**src/gbt_yaw_pkg.sv**
```systemverilog
`timescale 1ns / 1ps

package gbt_yaw_pkg;

  localparam int unsigned CfgIdxW  = 1;
  localparam int unsigned CfgDataW = 32;

  localparam logic [CfgIdxW-1:0] RegBiasAlpha = 1'b0;
  localparam logic [CfgIdxW-1:0] RegRateGain  = 1'b1;

  localparam logic [15:0] BiasAlphaRst = 16'd655;
  localparam logic [31:0] RateGainRst  = 32'd391148512;

  // shared multiplier: signed A times zero-extended 16-bit B
  localparam int unsigned MulAW  = 49;
  localparam int unsigned MulBW  = 18;
  localparam int unsigned ProdW  = 67;

  typedef enum logic [2:0] {
    StIdle,
    StBiasMul,
    StBiasAdd,
    StCorr,
    StMulDt,
    StMulGl,
    StMulGh,
    StSum
  } state_e;

endpackage

```
**src/gyro_bias_tracking_yaw_integrator.sv**
```systemverilog
`timescale 1ns / 1ps
// Gyro yaw integrator with stationary bias tracking.
// Input channel (s_axis): one gyro transaction carries the signed Z-axis sample and the
// elapsed time in microseconds in tdata, and the stationary flag in tuser.
// Output channel (m_axis): one result transaction per input, tdata holds the yaw angle,
// the corrected rate and the bias estimate.
// Configuration: cfg_we_i writes cfg_data_i to register cfg_idx_i (0: bias_alpha,
// 1: rate_gain); write only while no transaction is in flight.
// Every product goes through one shared 49x18 multiplier under a small sequencer, and
// s_axis_tready_o is high only while the sequencer waits for an item.
// With the stationary flag set, the bias multiply and update come first; then the rate is
// corrected, scaled by dt and the gain, and summed. A new item waits until the last is summed.
// The result sits in an output register; if the receiver stalls, the next item is still
// accepted and worked on, and its last step holds until the held result is taken.
// Reset clears bias and heading to zero and loads the default gains; no output is valid.
module gyro_bias_tracking_yaw_integrator (
  input  logic                                clk_i,
  input  logic                                rst_ni,
  input  logic                                cfg_we_i,
  input  logic [gbt_yaw_pkg::CfgIdxW-1:0]     cfg_idx_i,
  input  logic [gbt_yaw_pkg::CfgDataW-1:0]    cfg_data_i,
  input  logic                                s_axis_tvalid_i,
  output logic                                s_axis_tready_o,
  input  logic [31:0]                         s_axis_tdata_i,  // gyro_sample, dt_us
  input  logic                                s_axis_tuser_i,  // stationary
  output logic                                m_axis_tvalid_o,
  input  logic                                m_axis_tready_i,
  output logic [95:0]                         m_axis_tdata_o   // yaw_angle, corrected_rate,
                                                               // bias_estimate
);

  gbt_yaw_pkg::state_e state_q, state_d;

  logic [15:0] alpha_q;
  logic [31:0] gain_q;
  logic [31:0] bias_q;
  logic [31:0] heading_q;

  logic [15:0] sample_q;
  logic [15:0] dt_q;
  logic [31:0] corr_q;
  logic signed [47:0] p_q;

  logic signed [gbt_yaw_pkg::ProdW-1:0] prod_q;
  logic signed [gbt_yaw_pkg::ProdW-1:0] acc_q;

  logic signed [gbt_yaw_pkg::MulAW-1:0] mul_a;
  logic signed [gbt_yaw_pkg::MulBW-1:0] mul_b;
  logic signed [gbt_yaw_pkg::ProdW-1:0] mul_p;

  logic        out_valid_q;
  logic [95:0] out_data_q;

  logic        in_take;
  logic        sum_go;
  logic signed [32:0] diff;
  logic [31:0] corr_sat;
  logic signed [gbt_yaw_pkg::ProdW-1:0] sum;
  logic [31:0] inc;

  assign in_take = s_axis_tvalid_i && s_axis_tready_o;
  assign sum_go  = !out_valid_q || m_axis_tready_i;

  // sample in Q16.16 minus bias; shared by bias update and correction
  assign diff = $signed({sample_q[15], sample_q, 16'h0000}) - $signed({bias_q[31], bias_q});

  always_comb begin
    if (diff[32] != diff[31]) begin
      corr_sat = diff[32] ? 32'h8000_0000 : 32'h7FFF_FFFF;
    end else begin
      corr_sat = diff[31:0];
    end
  end

  assign mul_p = mul_a * mul_b;

  // floor((p*gh + floor(p*gl / 2^16)) / 2^32), low 32 bits for modulo add
  assign sum = prod_q + (acc_q >>> 16);
  assign inc = sum[63:32];

  // next state
  always_comb begin
    state_d = state_q;
    case (state_q)
      gbt_yaw_pkg::StIdle: begin
        if (in_take) begin
          state_d = s_axis_tuser_i ? gbt_yaw_pkg::StBiasMul : gbt_yaw_pkg::StCorr;
        end
      end
      gbt_yaw_pkg::StBiasMul: state_d = gbt_yaw_pkg::StBiasAdd;
      gbt_yaw_pkg::StBiasAdd: state_d = gbt_yaw_pkg::StCorr;
      gbt_yaw_pkg::StCorr:    state_d = gbt_yaw_pkg::StMulDt;
      gbt_yaw_pkg::StMulDt:   state_d = gbt_yaw_pkg::StMulGl;
      gbt_yaw_pkg::StMulGl:   state_d = gbt_yaw_pkg::StMulGh;
      gbt_yaw_pkg::StMulGh:   state_d = gbt_yaw_pkg::StSum;
      gbt_yaw_pkg::StSum: begin
        if (sum_go) begin
          state_d = gbt_yaw_pkg::StIdle;
        end
      end
      default: state_d = gbt_yaw_pkg::StIdle;
    endcase
  end

  // outputs and multiplier operand select
  always_comb begin
    s_axis_tready_o = 1'b0;
    mul_a = '0;
    mul_b = '0;
    case (state_q)
      gbt_yaw_pkg::StIdle: s_axis_tready_o = 1'b1;
      gbt_yaw_pkg::StBiasMul: begin
        mul_a = gbt_yaw_pkg::MulAW'(diff);
        mul_b = $signed({2'b00, alpha_q});
      end
      gbt_yaw_pkg::StMulDt: begin
        mul_a = gbt_yaw_pkg::MulAW'($signed(corr_q));
        mul_b = $signed({2'b00, dt_q});
      end
      gbt_yaw_pkg::StMulGl: begin
        mul_a = gbt_yaw_pkg::MulAW'($signed(prod_q[47:0]));
        mul_b = $signed({2'b00, gain_q[15:0]});
      end
      gbt_yaw_pkg::StMulGh: begin
        mul_a = gbt_yaw_pkg::MulAW'(p_q);
        mul_b = $signed({2'b00, gain_q[31:16]});
      end
      default: begin
        s_axis_tready_o = 1'b0;
      end
    endcase
  end

  always_ff @(posedge clk_i or negedge rst_ni) begin
    if (!rst_ni) begin
      state_q <= gbt_yaw_pkg::StIdle;
    end else begin
      state_q <= state_d;
    end
  end

  always_ff @(posedge clk_i or negedge rst_ni) begin
    if (!rst_ni) begin
      alpha_q <= gbt_yaw_pkg::BiasAlphaRst;
      gain_q  <= gbt_yaw_pkg::RateGainRst;
    end else if (cfg_we_i) begin
      case (cfg_idx_i)
        gbt_yaw_pkg::RegBiasAlpha: alpha_q <= cfg_data_i[15:0];
        gbt_yaw_pkg::RegRateGain:  gain_q  <= cfg_data_i[31:0];
        default: ;
      endcase
    end
  end

  // architectural state
  always_ff @(posedge clk_i or negedge rst_ni) begin
    if (!rst_ni) begin
      bias_q      <= '0;
      heading_q   <= '0;
      out_valid_q <= 1'b0;
    end else begin
      if (state_q == gbt_yaw_pkg::StBiasAdd) begin
        bias_q <= bias_q + prod_q[47:16];
      end
      if (state_q == gbt_yaw_pkg::StSum && sum_go) begin
        heading_q   <= heading_q + inc;
        out_valid_q <= 1'b1;
      end else if (m_axis_tready_i) begin
        out_valid_q <= 1'b0;
      end
    end
  end

  // working registers
  always_ff @(posedge clk_i) begin
    if (in_take) begin
      sample_q <= s_axis_tdata_i[15:0];
      dt_q     <= s_axis_tdata_i[31:16];
    end
    if (state_q == gbt_yaw_pkg::StCorr) begin
      corr_q <= corr_sat;
    end
    if (state_q == gbt_yaw_pkg::StMulGl) begin
      p_q <= $signed(prod_q[47:0]);
    end
    if (state_q == gbt_yaw_pkg::StMulGh) begin
      acc_q <= prod_q;
    end
    if (state_q == gbt_yaw_pkg::StBiasMul || state_q == gbt_yaw_pkg::StMulDt ||
        state_q == gbt_yaw_pkg::StMulGl || state_q == gbt_yaw_pkg::StMulGh) begin
      prod_q <= mul_p;
    end
    if (state_q == gbt_yaw_pkg::StSum && sum_go) begin
      out_data_q <= {bias_q, corr_q, heading_q + inc};
    end
  end

  assign m_axis_tvalid_o = out_valid_q;
  assign m_axis_tdata_o  = out_data_q;

endmodule

```
**config.mk**
```make
export PLATFORM = sky130hd
export DESIGN_NAME = gyro_bias_tracking_yaw_integrator
export DESIGN_NICKNAME = d
export VERILOG_FILES = /design/src/gbt_yaw_pkg.sv /design/src/gyro_bias_tracking_yaw_integrator.sv
export SDC_FILE = /design/constraint.sdc
export NUM_CORES = 2
export LEC_CHECK = 0
export ABC_AREA = 0
export BUFFER_PORTS_ARGS = -buffer_cell sky130_fd_sc_hd__clkbuf_2
export CORE_MARGIN = 2
export CORE_UTILIZATION = 60
export CTS_CLUSTER_DIAMETER = 120
export DETAILED_ROUTE_END_ITERATION = 10
export PLACE_DENSITY_LB_ADDON = 0.3
export SETUP_SLACK_MARGIN = 0.02
export SLEW_MARGIN = 20
export SYNTH_ARGS = -nofsm -noshare
export SYNTH_HDL_FRONTEND = slang
export SYNTH_SLANG_ARGS = --single-unit
```
**constraint.sdc**
```tcl
create_clock -name clk_i -period 23.4 [get_ports clk_i]
set_clock_uncertainty 0.1 [all_clocks]
set_input_delay 1.17 -clock clk_i [delete_from_list [all_inputs] [get_ports clk_i]]
set_output_delay 1.17 -clock clk_i [all_outputs]
set_load 0.02 [all_outputs]
```
==> qor.yml <==
status: "finished clean"
cts_tree: "done"
wire_per_inst_um: 23.5
synth_cells: 4956
ys_seq_elements: 440
antenna_left: 0
setup_viol: 0
cp_num_buf_inv: 5
io_buffers: 168
final_area_mm2: 0.0519
cp_slowest_cell: "a2111oi_0"
drv_cap: 0
overflow: 0
startpoint_type: "register"
hold_depth: 0
fp.dieW_um: 288
reg2reg_slack_ps: 11650
synth-edff-count: 324
synthTopCellsByArea: "fa_1 30%, edfxtp_1 20%, ha_1 7.6%, inv_1 6.8%, nand2_1 6.3%"
final_util_pct: 64.8
reg2reg_to: "prod_q[62]"
insertion_delay_ps: 650
max_slew_margin_pct: 20.6
fin_nets: 6110
via_per_inst: 6.05
worst_slew_pin_slew_ps: 1190
cp.required_ps: 23630
start_util_pct: 60.3
grt_pass1_wl_um: 220000
cts-resized-gates: 0
maxSlewViolCount: 0
rsz0062_at_grt: "no"
io_pins: 169
place_area_mm2: 0.0502
netlist_area_mm2: 0.0483
ys_seq_area_share_pct: 26.2
synth_top_area_share_pct: 29.8
reg2regPathDepth: 34
synth.largest_area_cell: "fa_1"
drtIter0Drc: 3851
grt_pass1_vias: 38022
final_cell_count_no_fill: 6131
drt-pass1-iter-count: 6
end_kind: "register"
post-place-cells: 6030
cts_setup_buffers: 0
drc: 0
max_freq_mhz: 85.1
syn2layout_area_growth_pct: 7.51
h-tree-depth: 2
period_needed_ps: 11750
setup-tns-final_ps: 0
final_cell_mix: "872 x inv_1, 811 x nand2_1, 719 x fa_1"
grt_usage_pct: 35.4
clk_pin_slew_ps: 60
layout_commonest_cell: "inv_1"
hpwl_um: 112000
worstSetupPathType: "register to register"
min-delay-path-class: "register to register"
grt_max_degree: 103
fp.dieH_um: 288
die-area_mm2: 0.0828
cp_max_fo: 32
wl_um: 144000
gp_congestion: 1.00
slowest_delay_ps: 1010
cp.depth: 34
fp.coreArea_mm2: 0.0802
min_to: "acc_q[64]"
synth-main-ff-cell: "edfxtp_1"
hold_buffers: 0
min-delay-start: "prod_q[64]"
crit-reg2reg-launch: "bias_q[5]"
fin_crit_sh_pct: 50.2
cts_made_buffers: 52
layout-drive-gt1-share_pct: 8.64
rows: 104
cts_buffer_depth: 3
final_hold_viol_count: 0
cpMostUsedCell: "fa_1"
avgSynthCellArea_um2: 9.75
cts_num_sinks: 440
cp_top_family: "compound AO/OA/AOI/OAI gates"
critPathArrivalTime_ps: 11980
antenna_found_initial: 5
vias: 37119
synth_warnings: 0
syn_nets: 6041
async_reset_ff_share_pct: 26.4
yosysUniqueCellTypes: 83
cts_root_buf: "clkbuf_16"
registers in the layout, indices dropped and copies added, names as in the netlist:
| name | flops |
|---|---|
| prod_q | 66 |
| corr_q | 32 |
| p_q | 48 |
| m_axis_tdata_o | 96 |
| m_axis_tvalid_o | 1 |
| dt_q | 16 |
| bias_q | 32 |
| state_q | 3 |
| sample_q | 16 |
| alpha_q | 16 |
| acc_q | 50 |
| heading_q | 32 |
| gain_q | 32 |
worst max path at each step:
stage / slack (ps) / endpoint / startpoint
after global routing: 11240 / prod_q[62] / bias_q[17]
after floorplan: 13330 / prod_q[65] / state_q[2]
after CTS: 11880 / prod_q[62] / bias_q[17]
after global placement: 12100 / prod_q[62] / bias_q[17]
after detailed placement: 11930 / prod_q[62] / bias_q[17]
final: 11650 / prod_q[62] / bias_q[5]
cells by family after synthesis:
logic type / count (synthesis) / synth area share, %
flops: 440 / 26.2
compound gates: 732 / 10.1
simple gates: 1431 / 12.7
buf+inv: 1077 / 8.44
mux: 65 / 1.49
xor+xnor: 175 / 3.17
fa+ha+maj: 1036 / 37.9
stage by stage:
| step | hold slack, ps | setup WS (ps) |
|---|---|---|
| finish | 348 | 11650 |
| global route | 344 | 11240 |
| CTS | 340 | 11880 |
| detailed placement | 351 | 11930 |
| global placement | 339 | 12100 |
| floorplan | 300 | 13330 |
synth_stat cells, types with 19 or more instances:
library cell  number
a21o_1           108
a21oi_1          219
a221o_1           23
a22oi_1           43
a31oi_1           46
and2_1            39
and3_1            19
clkbuf_1         169
dfrtp_1           96
dfstp_2           20
edfxtp_1         324
fa_1             719
ha_1             295
inv_1            873
maj3_1            22
mux2_2            56
nand2_1          812
nand2b_1          31
nand3_1           45
nand4_1           34
nor2_1           317
nor2b_1           28
nor3_1            37
o21ai_0          118
o21bai_1          25
o31ai_1           19
xnor2_1          106
xor2_1            69
cell type report:
cell class	count	area (µm²)
repair buffers	218	1230
fillers	6452	28200
multi-input cells	3439	31700
inverters	874	3280
well taps	1060	1330
flip-flops and latches	440	12700
clock inverters	27	335
diodes	2	5.00
clock buffers	71	1390
routing by layer:
metal  part of all wire (%)  vias up  global-route usage, %
met2                     45     2135                   56.1
met3                     11      507                   6.96
li1                       -    16106                      -
met1                     37    18367                   46.1
met4                    6.7        4                   19.7
met5                  0.016        -                      0
Power is left out: the tool's default activity adds up to more than one toggle a clock period on the data nets, which glitch-free logic cannot reach.
